$ cat config.mk
export PLATFORM = sky130hd
export DESIGN_NAME = gamepad_frame_to_drive_unit_flat
export DESIGN_NICKNAME = d
export VERILOG_FILES = /design/src/hw/rtl/gfd_pkg.sv /design/src/hw/rtl/gfd_if.sv /design/src/hw/rtl/gfd_front.sv /design/src/hw/rtl/gfd_queue.sv /design/src/hw/rtl/gfd_back.sv /design/src/hw/rtl/gamepad_frame_to_drive_unit.sv /design/src/flat_wrapper.sv
export SDC_FILE = /design/constraint.sdc
export NUM_CORES = 1
export LEC_CHECK = 0
export BUFFER_PORTS_ARGS = -buffer_cell sky130_fd_sc_hd__buf_2
export CAP_MARGIN = 20
export CORE_MARGIN = 2
export CORE_UTILIZATION = 55
export DETAILED_ROUTE_END_ITERATION = 10
export GPL_TIMING_DRIVEN = 0
export PLACE_DENSITY_LB_ADDON = 0.08
export SLEW_MARGIN = 20
export SYNTH_ARGS = -nofsm -noshare
export SYNTH_HDL_FRONTEND = slang
export SYNTH_SLANG_ARGS = --single-unit
$ cat constraint.sdc
create_clock -name clk -period 9.2 [get_ports clk]
set_input_delay 0 -clock clk [delete_from_list [all_inputs] [get_ports clk]]
set_output_delay 0 -clock clk [all_outputs]
set_load 0.01 [all_outputs]
$ cat src/hw/rtl/gfd_pkg.sv
package gfd_pkg;

  localparam int FRAME_BYTES = 9;

  // Frame byte positions
  localparam logic [3:0] POS_MODE    = 4'd1;
  localparam logic [3:0] POS_KEYS_LO = 4'd3;
  localparam logic [3:0] POS_KEYS_HI = 4'd4;
  localparam logic [3:0] POS_RX      = 4'd5;
  localparam logic [3:0] POS_RY      = 4'd6;
  localparam logic [3:0] POS_LX      = 4'd7;
  localparam logic [3:0] POS_LAST    = 4'(FRAME_BYTES - 1);

  // Mode byte ids and pad_mode codes
  localparam logic [7:0] ID_ANALOG  = 8'h73;
  localparam logic [7:0] ID_DIGITAL = 8'h41;

  localparam logic [1:0] MODE_ANALOG  = 2'd0;
  localparam logic [1:0] MODE_DIGITAL = 2'd1;
  localparam logic [1:0] MODE_LOST    = 2'd2;

  // Drive mapping constants
  localparam logic [11:0] SPEED_RESET  = 12'd1200;
  localparam logic [7:0]  STICK_CENTER = 8'd127;
  localparam logic [7:0]  DEAD_LO      = 8'd120;
  localparam logic [7:0]  DEAD_HI      = 8'd135;
  localparam logic [7:0]  RX_MIN       = 8'd20;
  localparam logic [7:0]  RX_MAX       = 8'd235;
  localparam logic [7:0]  ANGLE_CENTER = 8'd90;
  localparam logic [7:0]  ANGLE_FULL   = 8'd180;

  // x / 127 == (x * DIV127_MUL) >> DIV127_SHIFT, exact for x < 2^21
  localparam logic [20:0] DIV127_MUL   = 21'd1056833;
  localparam int          DIV127_SHIFT = 27;
  // y / 10 == (y * DIV10_MUL) >> DIV10_SHIFT, exact for y <= 900
  localparam logic [7:0]  DIV10_MUL    = 8'd205;
  localparam int          DIV10_SHIFT  = 11;

  localparam logic [12:0] SPEED_NEG_LIMIT = 13'h1000;

  typedef struct packed {
    logic [1:0]  mode;
    logic [15:0] keys_raw;
    logic [7:0]  right_x;
    logic [7:0]  right_y;
    logic [7:0]  left_x;
    logic [7:0]  left_y;
  } frame_rec_t;

endpackage

$ cat src/hw/rtl/gfd_if.sv
interface gfd_in_if;
  logic       valid;
  logic       ready;
  logic [7:0] rx_byte;
  logic       frame_start;

  modport source (output valid, output rx_byte, output frame_start, input ready);
  modport sink   (input valid, input rx_byte, input frame_start, output ready);
endinterface

interface gfd_out_if;
  logic               valid;
  logic               ready;
  logic [1:0]         pad_mode;
  logic [15:0]        keys_pressed;
  logic [4:0]         min_key_id;
  logic               new_key;
  logic               drive_valid;
  logic signed [12:0] speed_mm_s;
  logic [7:0]         front_deg;
  logic [7:0]         rear_angle;
  logic [7:0]         right_x;
  logic [7:0]         right_y;
  logic [7:0]         left_x;
  logic [7:0]         left_y;

  modport source (
    output valid, output pad_mode, output keys_pressed, output min_key_id,
    output new_key, output drive_valid, output speed_mm_s, output front_deg,
    output rear_angle, output right_x, output right_y, output left_x,
    output left_y, input ready
  );
  modport sink (
    input valid, input pad_mode, input keys_pressed, input min_key_id,
    input new_key, input drive_valid, input speed_mm_s, input front_deg,
    input rear_angle, input right_x, input right_y, input left_x,
    input left_y, output ready
  );
endinterface

interface gfd_cfg_if;
  logic        valid;
  logic        ready;
  logic [11:0] max_speed_mm_s;

  modport source (output valid, output max_speed_mm_s, input ready);
  modport sink   (input valid, input max_speed_mm_s, output ready);
endinterface

$ cat src/hw/rtl/gfd_front.sv
module gfd_front
  import gfd_pkg::*;
(
  input  logic       clk,
  input  logic       rst_n,
  gfd_in_if.sink     in_ch,
  output logic       q_valid,
  input  logic       q_ready,
  output frame_rec_t q_data
);

  logic [3:0]  pos_r, pos_nxt;
  logic [3:0]  cur_pos;
  logic        is_last;
  logic        accept;
  logic [1:0]  mode_r;
  logic [15:0] keys_r;
  logic [7:0]  rx_r, ry_r, lx_r;

  // A start flag realigns the frame to byte 0
  assign cur_pos = in_ch.frame_start ? 4'd0 : pos_r;
  assign is_last = (cur_pos == POS_LAST);

  assign in_ch.ready = !is_last || q_ready;
  assign accept      = in_ch.valid && in_ch.ready;
  assign q_valid     = in_ch.valid && is_last;

  always_comb begin
    q_data.mode     = mode_r;
    q_data.keys_raw = keys_r;
    q_data.right_x  = rx_r;
    q_data.right_y  = ry_r;
    q_data.left_x   = lx_r;
    q_data.left_y   = in_ch.rx_byte;
  end

  always_comb begin
    pos_nxt = pos_r;
    if (accept) begin
      pos_nxt = is_last ? 4'd0 : cur_pos + 4'd1;
    end
  end

  always_ff @(posedge clk) begin
    if (!rst_n) begin
      pos_r <= 4'd0;
    end else begin
      pos_r <= pos_nxt;
    end
  end

  // Classify the mode byte as it arrives and capture the key and stick bytes
  always_ff @(posedge clk) begin
    if (accept) begin
      if (cur_pos == POS_MODE) begin
        if (in_ch.rx_byte == ID_ANALOG) begin
          mode_r <= MODE_ANALOG;
        end else if (in_ch.rx_byte == ID_DIGITAL) begin
          mode_r <= MODE_DIGITAL;
        end else begin
          mode_r <= MODE_LOST;
        end
      end
      if (cur_pos == POS_KEYS_LO) keys_r[7:0]  <= in_ch.rx_byte;
      if (cur_pos == POS_KEYS_HI) keys_r[15:8] <= in_ch.rx_byte;
      if (cur_pos == POS_RX)      rx_r         <= in_ch.rx_byte;
      if (cur_pos == POS_RY)      ry_r         <= in_ch.rx_byte;
      if (cur_pos == POS_LX)      lx_r         <= in_ch.rx_byte;
    end
  end

endmodule

$ cat src/hw/rtl/gfd_queue.sv
module gfd_queue
  import gfd_pkg::*;
#(
  parameter int DEPTH = 2
) (
  input  logic       clk,
  input  logic       rst_n,
  input  logic       in_valid,
  output logic       in_ready,
  input  frame_rec_t in_data,
  output logic       out_valid,
  input  logic       out_ready,
  output frame_rec_t out_data
);

  localparam int AW = (DEPTH > 1) ? $clog2(DEPTH) : 1;
  localparam int CW = $clog2(DEPTH + 1);

  frame_rec_t      mem_r [DEPTH];
  logic [AW-1:0]   wr_ptr_r, wr_ptr_nxt;
  logic [AW-1:0]   rd_ptr_r, rd_ptr_nxt;
  logic [CW-1:0]   cnt_r, cnt_nxt;
  logic            push, pop;

  assign in_ready  = (cnt_r != CW'(DEPTH));
  assign out_valid = (cnt_r != '0);
  assign out_data  = mem_r[rd_ptr_r];
  assign push      = in_valid && in_ready;
  assign pop       = out_valid && out_ready;

  always_comb begin
    wr_ptr_nxt = wr_ptr_r;
    rd_ptr_nxt = rd_ptr_r;
    cnt_nxt    = cnt_r;
    if (push) begin
      wr_ptr_nxt = (wr_ptr_r == AW'(DEPTH - 1)) ? '0 : wr_ptr_r + AW'(1);
    end
    if (pop) begin
      rd_ptr_nxt = (rd_ptr_r == AW'(DEPTH - 1)) ? '0 : rd_ptr_r + AW'(1);
    end
    if (push && !pop) begin
      cnt_nxt = cnt_r + CW'(1);
    end else if (pop && !push) begin
      cnt_nxt = cnt_r - CW'(1);
    end
  end

  always_ff @(posedge clk) begin
    if (!rst_n) begin
      wr_ptr_r <= '0;
      rd_ptr_r <= '0;
      cnt_r    <= '0;
    end else begin
      wr_ptr_r <= wr_ptr_nxt;
      rd_ptr_r <= rd_ptr_nxt;
      cnt_r    <= cnt_nxt;
    end
  end

  always_ff @(posedge clk) begin
    if (push) begin
      mem_r[wr_ptr_r] <= in_data;
    end
  end

endmodule

$ cat src/hw/rtl/gfd_back.sv
module gfd_back
  import gfd_pkg::*;
(
  input  logic       clk,
  input  logic       rst_n,
  input  logic       q_valid,
  output logic       q_ready,
  input  frame_rec_t q_data,
  gfd_cfg_if.sink    cfg_ch,
  gfd_out_if.source  out_ch
);

  function automatic logic [4:0] lowest_key(input logic [15:0] keys);
    logic [4:0] id;
    id = 5'd0;
    for (int i = 15; i >= 0; i--) begin
      if (keys[i]) id = 5'(i + 1);
    end
    return id;
  endfunction

  // v * 90 / 100 for v in 0..100
  function automatic logic [7:0] scale_angle(input logic [7:0] v);
    logic [9:0]  y;
    logic [17:0] p;
    y = 10'(v) * 10'd9;
    p = 18'(y) * 18'(DIV10_MUL);
    return {1'b0, p[DIV10_SHIFT +: 7]};
  endfunction

  function automatic logic [7:0] front_of(input logic [7:0] rx);
    logic [7:0] a;
    priority if (rx > DEAD_LO && rx < DEAD_HI) begin
      a = ANGLE_CENTER;
    end else if (rx < RX_MIN) begin
      a = 8'd0;
    end else if (rx <= DEAD_LO) begin
      a = scale_angle(rx - RX_MIN);
    end else if (rx > RX_MAX) begin
      a = ANGLE_FULL;
    end else begin
      a = ANGLE_CENTER + scale_angle(rx - DEAD_HI);
    end
    return a;
  endfunction

  logic [11:0] max_speed_r;
  logic [4:0]  prev_key_r;

  // Stage 1: key decode, angle, speed product
  logic        s1_valid_r;
  logic [1:0]  s1_mode_r;
  logic [15:0] s1_keys_r;
  logic [4:0]  s1_first_r;
  logic        s1_new_r;
  logic        s1_neg_r;
  logic [19:0] s1_mag_r;
  logic [7:0]  s1_front_r;
  logic [7:0]  s1_rx_r, s1_ry_r, s1_lx_r, s1_ly_r;

  // Stage 2: output register
  logic               o_valid_r;
  logic [1:0]         o_mode_r;
  logic [15:0]        o_keys_r;
  logic [4:0]         o_first_r;
  logic               o_new_r;
  logic               o_drive_r;
  logic signed [12:0] o_speed_r;
  logic [7:0]         o_front_r;
  logic [7:0]         o_rear_r;
  logic [7:0]         o_rx_r, o_ry_r, o_lx_r, o_ly_r;

  logic        s2_adv, s1_adv, s1_load;
  logic [15:0] keys;
  logic [4:0]  first;
  logic        analog;
  logic        neg;
  logic [7:0]  abs_d;
  logic [40:0] quot_prod;
  logic [12:0] quot;
  logic [12:0] speed;

  assign s2_adv  = !o_valid_r || out_ch.ready;
  assign s1_adv  = !s1_valid_r || s2_adv;
  assign q_ready = s1_adv;
  assign s1_load = q_valid && s1_adv;

  assign keys   = ~q_data.keys_raw;
  assign first  = lowest_key(keys);
  assign analog = (q_data.mode == MODE_ANALOG);
  assign neg    = (q_data.left_y > STICK_CENTER);
  assign abs_d  = neg ? q_data.left_y - STICK_CENTER : STICK_CENTER - q_data.left_y;

  assign cfg_ch.ready = 1'b1;

  always_ff @(posedge clk) begin
    if (!rst_n) begin
      max_speed_r <= SPEED_RESET;
    end else if (cfg_ch.valid) begin
      max_speed_r <= cfg_ch.max_speed_mm_s;
    end
  end

  always_ff @(posedge clk) begin
    if (!rst_n) begin
      s1_valid_r <= 1'b0;
      prev_key_r <= 5'd0;
    end else begin
      if (s1_adv) s1_valid_r <= q_valid;
      if (s1_load) prev_key_r <= first;
    end
  end

  always_ff @(posedge clk) begin
    if (s1_load) begin
      s1_mode_r  <= q_data.mode;
      s1_keys_r  <= keys;
      s1_first_r <= first;
      s1_new_r   <= (first != 5'd0) && (first != prev_key_r);
      s1_neg_r   <= neg;
      s1_mag_r   <= 20'(abs_d) * 20'(max_speed_r);
      s1_front_r <= analog ? front_of(q_data.right_x) : ANGLE_CENTER;
      s1_rx_r    <= q_data.right_x;
      s1_ry_r    <= q_data.right_y;
      s1_lx_r    <= q_data.left_x;
      s1_ly_r    <= q_data.left_y;
    end
  end

  // Divide the magnitude by 127, then restore sign, saturating negative speeds; zero outside analog mode
  assign quot_prod = 41'(s1_mag_r) * 41'(DIV127_MUL);
  assign quot      = quot_prod[DIV127_SHIFT +: 13];

  always_comb begin
    if (s1_mode_r != MODE_ANALOG) begin
      speed = 13'd0;
    end else if (s1_neg_r) begin
      speed = (quot >= SPEED_NEG_LIMIT) ? SPEED_NEG_LIMIT : 13'(-quot);
    end else begin
      speed = quot;
    end
  end

  always_ff @(posedge clk) begin
    if (!rst_n) begin
      o_valid_r <= 1'b0;
    end else if (s2_adv) begin
      o_valid_r <= s1_valid_r;
    end
  end

  always_ff @(posedge clk) begin
    if (s1_valid_r && s2_adv) begin
      o_mode_r  <= s1_mode_r;
      o_keys_r  <= s1_keys_r;
      o_first_r <= s1_first_r;
      o_new_r   <= s1_new_r;
      o_drive_r <= (s1_mode_r == MODE_ANALOG);
      o_speed_r <= signed'(speed);
      o_front_r <= s1_front_r;
      o_rear_r  <= ANGLE_FULL - s1_front_r;
      o_rx_r    <= s1_rx_r;
      o_ry_r    <= s1_ry_r;
      o_lx_r    <= s1_lx_r;
      o_ly_r    <= s1_ly_r;
    end
  end

  assign out_ch.valid        = o_valid_r;
  assign out_ch.pad_mode     = o_mode_r;
  assign out_ch.keys_pressed = o_keys_r;
  assign out_ch.min_key_id   = o_first_r;
  assign out_ch.new_key      = o_new_r;
  assign out_ch.drive_valid  = o_drive_r;
  assign out_ch.speed_mm_s   = o_speed_r;
  assign out_ch.front_deg    = o_front_r;
  assign out_ch.rear_angle   = o_rear_r;
  assign out_ch.right_x      = o_rx_r;
  assign out_ch.right_y      = o_ry_r;
  assign out_ch.left_x       = o_lx_r;
  assign out_ch.left_y       = o_ly_r;

endmodule

$ cat src/hw/rtl/gamepad_frame_to_drive_unit.sv
// Gamepad poll-frame decoder. Takes one reply byte per clock on in_ch, with
// frame_start realigning to byte 0, and gives one result on out_ch for every
// ninth byte: mode, pressed keys, lowest key id, new-key flag, the four stick
// bytes and, in analog mode, speed in mm/s and front/rear servo angles. The
// byte port sustains one transaction per clock unless the queue is full at a
// frame's last byte. A result passes through the frame queue, decode/multiply
// stage and divide/output register. A frame queue of DEPTH entries lets the
// byte side keep running while results wait on out_ch. cfg_ch sets the
// full-deflection speed; write it only while no frame is in flight.
module gamepad_frame_to_drive_unit
  import gfd_pkg::*;
#(
  parameter int DEPTH = 2
) (
  input  logic      clk,
  input  logic      rst_n,
  gfd_in_if.sink    in_ch,
  gfd_cfg_if.sink   cfg_ch,
  gfd_out_if.source out_ch
);

  logic       f_valid, f_ready;
  frame_rec_t f_data;
  logic       b_valid, b_ready;
  frame_rec_t b_data;

  gfd_front u_front (
    .clk     (clk),
    .rst_n   (rst_n),
    .in_ch   (in_ch),
    .q_valid (f_valid),
    .q_ready (f_ready),
    .q_data  (f_data)
  );

  gfd_queue #(
    .DEPTH (DEPTH)
  ) u_queue (
    .clk       (clk),
    .rst_n     (rst_n),
    .in_valid  (f_valid),
    .in_ready  (f_ready),
    .in_data   (f_data),
    .out_valid (b_valid),
    .out_ready (b_ready),
    .out_data  (b_data)
  );

  gfd_back u_back (
    .clk     (clk),
    .rst_n   (rst_n),
    .q_valid (b_valid),
    .q_ready (b_ready),
    .q_data  (b_data),
    .cfg_ch  (cfg_ch),
    .out_ch  (out_ch)
  );

`ifndef SYNTH
  a_drive_mode: assert property (@(posedge clk) disable iff (!rst_n)
    out_ch.valid |-> (out_ch.drive_valid == (out_ch.pad_mode == MODE_ANALOG)))
    else $error("drive_valid does not match pad_mode");

  a_idle_drive: assert property (@(posedge clk) disable iff (!rst_n)
    (out_ch.valid && !out_ch.drive_valid) |->
      (out_ch.speed_mm_s == 13'sd0 && out_ch.front_deg == ANGLE_CENTER))
    else $error("drive fields not centered outside analog mode");

  a_angles: assert property (@(posedge clk) disable iff (!rst_n)
    out_ch.valid |-> (9'(out_ch.front_deg) + 9'(out_ch.rear_angle) == 9'(ANGLE_FULL)))
    else $error("front and rear angles do not sum to full range");

  a_min_key: assert property (@(posedge clk) disable iff (!rst_n)
    out_ch.valid |-> ((out_ch.min_key_id == 5'd0) == (out_ch.keys_pressed == 16'd0)
                      && (!out_ch.new_key || out_ch.min_key_id != 5'd0)))
    else $error("min_key_id inconsistent with keys_pressed");

  a_frame_queued: assert property (@(posedge clk) disable iff (!rst_n)
    (f_valid && f_ready) |=> b_valid)
    else $error("accepted frame not visible at queue output");
`endif

endmodule
$ cat src/flat_wrapper.sv
// flat-port wrapper written by rule: the top's interface ports become plain ports
module gamepad_frame_to_drive_unit_flat import gfd_pkg::*;
#(
  parameter int DEPTH = 2
)
  (clk, rst_n, in_ch_valid, in_ch_rx_byte, in_ch_frame_start, in_ch_ready, cfg_ch_valid, cfg_ch_max_speed_mm_s, cfg_ch_ready, out_ch_valid, out_ch_pad_mode, out_ch_keys_pressed, out_ch_min_key_id, out_ch_new_key, out_ch_drive_valid, out_ch_speed_mm_s, out_ch_front_deg, out_ch_rear_angle, out_ch_right_x, out_ch_right_y, out_ch_left_x, out_ch_left_y, out_ch_ready);
  gfd_in_if in_ch_i ();
  gfd_cfg_if cfg_ch_i ();
  gfd_out_if out_ch_i ();
  input  logic clk;
  input  logic rst_n;
  input wire logic [$bits(in_ch_i.valid)-1:0] in_ch_valid;
  input wire logic [$bits(in_ch_i.rx_byte)-1:0] in_ch_rx_byte;
  input wire logic [$bits(in_ch_i.frame_start)-1:0] in_ch_frame_start;
  output wire logic [$bits(in_ch_i.ready)-1:0] in_ch_ready;
  input wire logic [$bits(cfg_ch_i.valid)-1:0] cfg_ch_valid;
  input wire logic [$bits(cfg_ch_i.max_speed_mm_s)-1:0] cfg_ch_max_speed_mm_s;
  output wire logic [$bits(cfg_ch_i.ready)-1:0] cfg_ch_ready;
  output wire logic [$bits(out_ch_i.valid)-1:0] out_ch_valid;
  output wire logic [$bits(out_ch_i.pad_mode)-1:0] out_ch_pad_mode;
  output wire logic [$bits(out_ch_i.keys_pressed)-1:0] out_ch_keys_pressed;
  output wire logic [$bits(out_ch_i.min_key_id)-1:0] out_ch_min_key_id;
  output wire logic [$bits(out_ch_i.new_key)-1:0] out_ch_new_key;
  output wire logic [$bits(out_ch_i.drive_valid)-1:0] out_ch_drive_valid;
  output wire logic [$bits(out_ch_i.speed_mm_s)-1:0] out_ch_speed_mm_s;
  output wire logic [$bits(out_ch_i.front_deg)-1:0] out_ch_front_deg;
  output wire logic [$bits(out_ch_i.rear_angle)-1:0] out_ch_rear_angle;
  output wire logic [$bits(out_ch_i.right_x)-1:0] out_ch_right_x;
  output wire logic [$bits(out_ch_i.right_y)-1:0] out_ch_right_y;
  output wire logic [$bits(out_ch_i.left_x)-1:0] out_ch_left_x;
  output wire logic [$bits(out_ch_i.left_y)-1:0] out_ch_left_y;
  input wire logic [$bits(out_ch_i.ready)-1:0] out_ch_ready;
  assign in_ch_i.valid = in_ch_valid;
  assign in_ch_i.rx_byte = in_ch_rx_byte;
  assign in_ch_i.frame_start = in_ch_frame_start;
  assign in_ch_ready = in_ch_i.ready;
  assign cfg_ch_i.valid = cfg_ch_valid;
  assign cfg_ch_i.max_speed_mm_s = cfg_ch_max_speed_mm_s;
  assign cfg_ch_ready = cfg_ch_i.ready;
  assign out_ch_valid = out_ch_i.valid;
  assign out_ch_pad_mode = out_ch_i.pad_mode;
  assign out_ch_keys_pressed = out_ch_i.keys_pressed;
  assign out_ch_min_key_id = out_ch_i.min_key_id;
  assign out_ch_new_key = out_ch_i.new_key;
  assign out_ch_drive_valid = out_ch_i.drive_valid;
  assign out_ch_speed_mm_s = out_ch_i.speed_mm_s;
  assign out_ch_front_deg = out_ch_i.front_deg;
  assign out_ch_rear_angle = out_ch_i.rear_angle;
  assign out_ch_right_x = out_ch_i.right_x;
  assign out_ch_right_y = out_ch_i.right_y;
  assign out_ch_left_x = out_ch_i.left_x;
  assign out_ch_left_y = out_ch_i.left_y;
  assign out_ch_i.ready = out_ch_ready;
  gamepad_frame_to_drive_unit #(.DEPTH(DEPTH)) u_core (.clk(clk), .rst_n(rst_n), .in_ch(in_ch_i), .cfg_ch(cfg_ch_i), .out_ch(out_ch_i));
endmodule
==> qor.csv, run 1 <==
stage,metric,value,unit
synthesis,largest cells by area after synthesis,"edfxtp_1 44%, ha_1 16%, fa_1 9.8%",
synthesis,Synth warnings,0,
status,status,"finished, final reports clean",
clocking,cts bufs inserted,36,
grt,gr usage total,0.215,
drt,Initial DRC Count,601,
synthesis,Seq cells post-synth,340,
job,max cap viols,0,
setup_path,worst-path fanout max,37,
timing,Total Neg Setup Slack,0,ps
layout,share of layout cells above drive strength 1,0.132,
drt,DRT antenna net count,0,
synthesis,syn nets,2138,
clocking,Worst-Skew Late Latency,580,ps
grt,largest net degree at the start of global routing,31,
synthesis,"Top FF cell, synth",edfxtp_1,
place,port bufs,111,
timing,endpoints failing setup,0,
place,Routability Congestion,0.874,
setup_path,"delay-heaviest family, CP",adder cells,
grt,vias in the first global route,13400,
setup_path,kind of critical path,reg2reg,
floorplanning,Die ar.,40500,sq um
floorplanning,Die Wd,201,microns
worst_hold_path,worst hold path class,in2reg,
floorplanning,Cell Rows,72,
drt,routed len/inst,17.1,microns
timing,Worst Skew,30.6,ps
synthesis,"Seq/Total Area, Yosys",0.464,
setup_path,CP required,9510,ps
layout,Synth-to-Final Area Change,14.6,%
synthesis,ys async rst share,0,
synthesis,Synth cell types,84,
layout,Fill cells,3050,
setup_path,type of origin of the critical path,flop,
grt,first-pass GRT wire length,68900,microns
timing,min Tclk post-route,8550,ps
timing,fmax,0.117,GHz
synthesis,mapped cell area,21400,sq um
synthesis,Synth area leader,edfxtp_1,
synthesis,synthesized area per cell,12.4,sq um
timing,Slew Limit Fails,0,
floorplanning,Starting Density,0.555,
clocking,Root Buffer Master,clkbuf_16,
setup_path,Worst setup EP type,flop,
place,dpl hpwl,32700,microns
floorplanning,Die Ht,201,microns
place,Placed Area,23000,sq um
grt,global route overflow,0,
layout,nets@finish,2333,
setup_path,Crit-path slowest cell,fa_1,
setup_path,WP data arrival,8860,ps
layout,most frequent cells in the layout,"312 x edfxtp_1, 276 x ha_1, 225 x inv_1, 115 x buf_2, 105 x fa_1",
layout,"commonest non-fill, non-tap cell in the layout",edfxtp_1,
setup_path,crit-path max cell delay,570,ps
floorplanning,I/O pin count,115,
clocking,CTS Sinks,340,
synthesis,Syn Inst Count,1730,
clocking,CTS Buffer Depth,3,
timing,final hold violation count,0,
synthesis,Post-synth EDFFs,312,
drt,Vias,13100,
setup_path,Buffers & Inverters on Critical Path,7,
setup_path,Worst path most repeated cell,ha_1,
drt,Post-route DRC,0,
synthesis,post-synth top area share,0.438,
drt,vias per cell,5.30,
timing,Worst Tran Pin Value,911,ps
clocking,CTS tree,built,
floorplanning,core area,38600,sq um
timing,Max transition margin,0.384,
timing,Final Cycle Share,0.929,
grt,antenna violations before repair,1,
layout,"Design Area, Final",24500,sq um
clocking,H-tree level count,2,
drt,routed wire length,42300,microns
drt,TritonRoute pass-1 iters,5,
clocking,clock-pin slew on the worst setup and hold paths,60,ps
timing,RSZ-0062 raised after global routing,no,
what timing repair did:
| action | CTS | global route |
|---|---|---|
| setup endpoints to repair | 8 | 3 |
| hold buffers | 31 | 0 |
| setup buffers | 3 | 2 |
| hold endpoints to repair | 82 | 0 |
| pin swaps | 1 | 3 |
| gates resized for setup | 26 | 3 |
area by class of cell:
cell class	instances	area, sq um	share of cell area
multi-input combinational	1129	10600	0.432
tap	518	648	0.0264
antenna	1	2.50	0.000102
sequential	340	9930	0.405
buffer	32	159	0.00648
clock inverter	23	195	0.00796
timing repair buffer	160	1220	0.0496
inverter	226	848	0.0346
clock buffer	42	943	0.0384
flip-flops by register name, indices dropped and copies added, names as in the netlist, 7 cells and up, named ones only:
name                               cells
u_core.u_front.keys_r                 16
u_core.u_back.out_ch.right_x           8
u_core.u_front.ry_r                    8
u_core.u_queue.mem_r                 100
u_core.u_back.s1_lx_r                  8
u_core.u_back.out_ch.front_deg         8
u_core.u_back.s1_rx_r                  8
u_core.u_back.s1_mag_r                20
u_core.u_back.out_ch.left_x            8
u_core.u_front.rx_r                    8
u_core.u_back.out_ch.right_y           8
u_core.u_back.s1_ly_r                  8
u_core.u_back.out_ch.rear_angle        7
u_core.u_back.out_ch.left_y            8
u_core.u_back.out_ch.keys_pressed     16
u_core.u_back.max_speed_r             12
u_core.u_back.s1_ry_r                  8
u_core.u_back.s1_keys_r               16
u_core.u_back.s1_front_r               8
u_core.u_front.lx_r                    8
u_core.u_back.out_ch.speed_mm_s       13
metrics by stage:
stage / utilization / hold WS, ps / setup slack (ps) / std cells
2_1_floorplan: - / 98.9 / 3.47 / 1730
3_3_place_gp: 0.587 / 215 / -2500 / 2359
3_5_place_dp: 0.596 / 231 / -2670 / 2372
4_1_cts: 0.636 / 220 / 23.9 / 2470
5_1_grt: 0.636 / 247 / 89.6 / 2471
6_report: 0.636 / 241 / 652 / 2471
Yosys cell counts, drive strengths merged, types with 3 or more instances:
master / count
a21o: 11
a21oi: 61
o41ai: 3
o22ai: 3
nand2: 105
nand4: 6
nor2b: 54
a211oi: 8
edfxtp: 312
and4: 3
nand3: 18
ha: 277
or2: 3
o211ai: 5
nand2b: 19
o21a: 11
nor2: 77
fa: 105
a31oi: 7
nor4: 7
and3: 7
xor2: 41
o31ai: 5
o31a: 4
nor3: 23
o311a: 3
clkbuf: 24
o21bai: 4
xnor2: 64
buf: 11
a21boi: 5
o21ai: 44
dfxtp: 28
inv: 226
mux2: 26
and2: 36
o211a: 4
or3: 7
mux2i: 42
worst reg2reg max path, delay by kind of cell, from the launching register on:
family,cells,cell delay (ps)
AOI/OAI and AO/OA,10,2010
xor gates and xnor gates,5,1010
adders and majority gates,9,3200
buffers and inverters,7,1010
DFF,1,300
muxes,1,320
and+or+nand+nor,3,440
cell families (layout without fill, tap and decap cells):
logic type | after synthesis | in the layout | synth area share
other cells | 1 | 2 | 0.000175
mux | 68 | 68 | 0.0339
simple gates | 375 | 375 | 0.0901
compound gates | 198 | 198 | 0.0622
fa+ha+maj | 382 | 382 | 0.260
xor+xnor | 105 | 105 | 0.0433
buf+inv | 261 | 483 | 0.0466
flops | 340 | 340 | 0.464
per-layer routing:
| metal | vias to the layer above | GRT usage | share of wire |
|---|---|---|---|
| met5 | - | 0 | 0 |
| met4 | 0 | 0.0654 | 0.023 |
| met3 | 60 | 0.0326 | 0.040 |
| met2 | 252 | 0.365 | 0.48 |
| met1 | 6347 | 0.287 | 0.46 |
| li1 | 6432 | - | - |
worst paths after layout:
path,depth (start not counted),slack [ps],from,end
setup / recovery,35,650,flop,u_core.u_back.s1_front_r[5]$_SDFFCE_PP0P_
setup reg to reg,35,650,flop,u_core.u_back.s1_front_r[5]$_SDFFCE_PP0P_
hold reg to reg,0,420,u_core.u_back.s1_rx_r[6]$_DFFE_PP_,u_core.u_back.out_ch.right_x[6]$_DFFE_PP_
hold / removal,4,240,cfg_ch_max_speed_mm_s[5],u_core.u_back.max_speed_r[5]$_SDFFE_PN1P_
Power of run 1 is left out: the tool's default activity adds up to more than one toggle a clock period on the data nets, which glitch-free logic cannot reach.
==> run 2: changes to the inputs <==
--- a/config.mk
+++ b/config.mk
@@ -12,6 +12,7 @@
 export DETAILED_ROUTE_END_ITERATION = 10
 export GPL_TIMING_DRIVEN = 0
 export PLACE_DENSITY_LB_ADDON = 0.08
+export RECOVER_POWER = 50
 export SLEW_MARGIN = 20
 export SYNTH_ARGS = -nofsm -noshare
 export SYNTH_HDL_FRONTEND = slang
==> run 2 against run 1 <==
Against the previous run: the run now ends with max-capacitance violations, max-slew violations left; fmax about the same; critical path depth unchanged; hold slack got worse by 6.8 ps; via count down 0.18%; flip-flop and latch count did not move; clock-buffer cell count unchanged; critical endpoint unchanged.
==> qor.csv, run 2 (synthesis results as in run 1) <==
stage,metric,value,unit
status,status,finished with violations,
status,failing checks,"max-capacitance violations, max-slew violations",
layout,multi-input logic area,10600,sq um
setup_path,WP data arrival,8860,ps
layout,nets@finish,2333,
timing,Slew Limit Fails,13,
floorplanning,Die Wd,201,microns
grt,gr usage total,0.215,
layout,"commonest non-fill, non-tap cell in the layout",edfxtp_1,
floorplanning,Cell Rows,72,
job,max cap viols,1,
layout,register area,9930,sq um
floorplanning,Starting Density,0.555,
grt,global route overflow,0,
grt,first-pass GRT wire length,68900,microns
floorplanning,Die ar.,40500,sq um
drt,vias per cell,5.29,
setup_path,type of origin of the critical path,flop,
floorplanning,Die Ht,201,microns
timing,Total Neg Setup Slack,0,ps
timing,endpoints failing setup,0,
timing,Worst Tran Pin Value,1800,ps
drt,DRT antenna net count,0,
layout,share of layout cells above drive strength 1,0.0809,
clocking,CTS tree,built,
timing,fmax,0.117,GHz
layout,max reg flops,100,
setup_path,kind of critical path,reg2reg,
clocking,clock-pin slew on the worst setup and hold paths,60,ps
grt,antenna violations before repair,1,
layout,Fill cells,3113,
timing,Worst Skew,29.9,ps
setup_path,Crit-path slowest cell,fa_1,
timing,Final Cycle Share,0.929,
layout,Synth-to-Final Area Change,13.7,%
timing,Max transition margin,-0.199,
clocking,H-tree level count,2,
place,dpl hpwl,32700,microns
drt,Initial DRC Count,558,
clocking,CTS Buffer Depth,3,
clocking,Worst-Skew Late Latency,580,ps
worst_hold_path,min-delay src,cfg_ch_max_speed_mm_s[5],
setup_path,worst-path fanout max,37,
floorplanning,core area,38600,sq um
place,Routability Congestion,0.874,
clocking,Root Buffer Master,clkbuf_16,
grt,vias in the first global route,13400,
setup_path,CP required,9510,ps
place,Placed Area,23000,sq um
drt,routed len/inst,17.1,microns
timing,final hold violation count,0,
setup_path,Worst path most repeated cell,ha_1,
place,port bufs,111,
timing,RSZ-0062 raised after global routing,no,
worst_hold_path,worst hold path class,in2reg,
setup_path,crit-path max cell delay,570,ps
drt,Vias,13100,
drt,routed wire length,42300,microns
layout,most frequent cells in the layout,"312 x edfxtp_1, 276 x ha_1, 225 x inv_1, 124 x clkbuf_1, 105 x fa_1",
floorplanning,I/O pin count,115,
layout,Regs by FF count,"u_core.u_queue.mem_r x100, u_core.u_back.s1_mag_r x20",
drt,Post-route DRC,0,
drt,TritonRoute pass-1 iters,5,
clocking,cts bufs inserted,36,
timing,min Tclk post-route,8550,ps
layout,Reg with most FFs,u_core.u_queue.mem_r,
layout,"Design Area, Final",24400,sq um
grt,largest net degree at the start of global routing,31,
setup_path,Worst setup EP type,flop,
clocking,CTS Sinks,340,
==> run 2: cell types whose count changed in the layout (fill, tap and decap cells not counted), moves of 2 or more <==
cell,change
buf_16,-2
and2_0,+2
buf_2,-94
mux2_2,-2
and2_1,-2
mux2_1,+2
clkbuf_1,+96
==> run 2: critical path: cells and delay by family (launching register included) <==
family / cells / cell delay [ps]
xor+xnor: 5 / 1010
mux: 1 / 300
buf+inv: 7 / 1000
simple gates: 3 / 450
flops: 1 / 300
compound gates: 10 / 2010
fa+ha+maj: 9 / 3200
==> run 2: path summary, 6_finish.rpt <==
path                                               endpoint  slack (ps)  depth (start not counted)
setup / recovery  u_core.u_back.s1_front_r[5]$_SDFFCE_PP0P_         650                         35
hold / removal    u_core.u_back.max_speed_r[5]$_SDFFE_PN1P_         230                          4
setup reg to reg  u_core.u_back.s1_front_r[5]$_SDFFCE_PP0P_         650                         35
hold reg to reg   u_core.u_back.out_ch.right_x[6]$_DFFE_PP_         420                          0
==> run 2: repair_timing <==
item | CTS | global route
endpoints found under the setup margin | 8 | 3
resized for setup | 26 | 3
hold endpoints to repair | 82 | 0
hold buffers | 31 | 0
setup buffers | 3 | 2
pin swaps | 1 | 3
==> run 2: cell type report <==
class / count / area share
Clock buffer: 42 / 0.0387
Buffer: 32 / 0.00652
Multi-Input combinational cell: 1129 / 0.434
Antenna cell: 2 / 0.000205
Clock inverter: 23 / 0.00801
Tap cell: 518 / 0.0266
Inverter: 226 / 0.0348
Timing Repair Buffer: 160 / 0.0432
Sequential cell: 340 / 0.408
==> run 2: through the flow <==
stage               hold slack, ps  std cells   util  setup WS (ps)
finish                         234       2472  0.632            651
global route                   247       2471  0.632           80.1
CTS                            220       2470  0.636           23.9
detailed placement             231       2372  0.596          -2670
global placement               215       2359  0.587          -2500
floorplan                     98.9       1730      -           3.47
==> run 2: per-layer routing <==
layer / routed length [microns] / global-route usage / vias up / part of all wire
li1: - / - / 6437 / -
met1: 19500 / 0.287 / 6354 / 0.46
met2: 20200 / 0.365 / 219 / 0.48
met3: 1650 / 0.0326 / 57 / 0.039
met4: 975 / 0.0654 / 0 / 0.023
met5: 0 / 0 / - / 0
Power of run 2 is left out for the same reason.
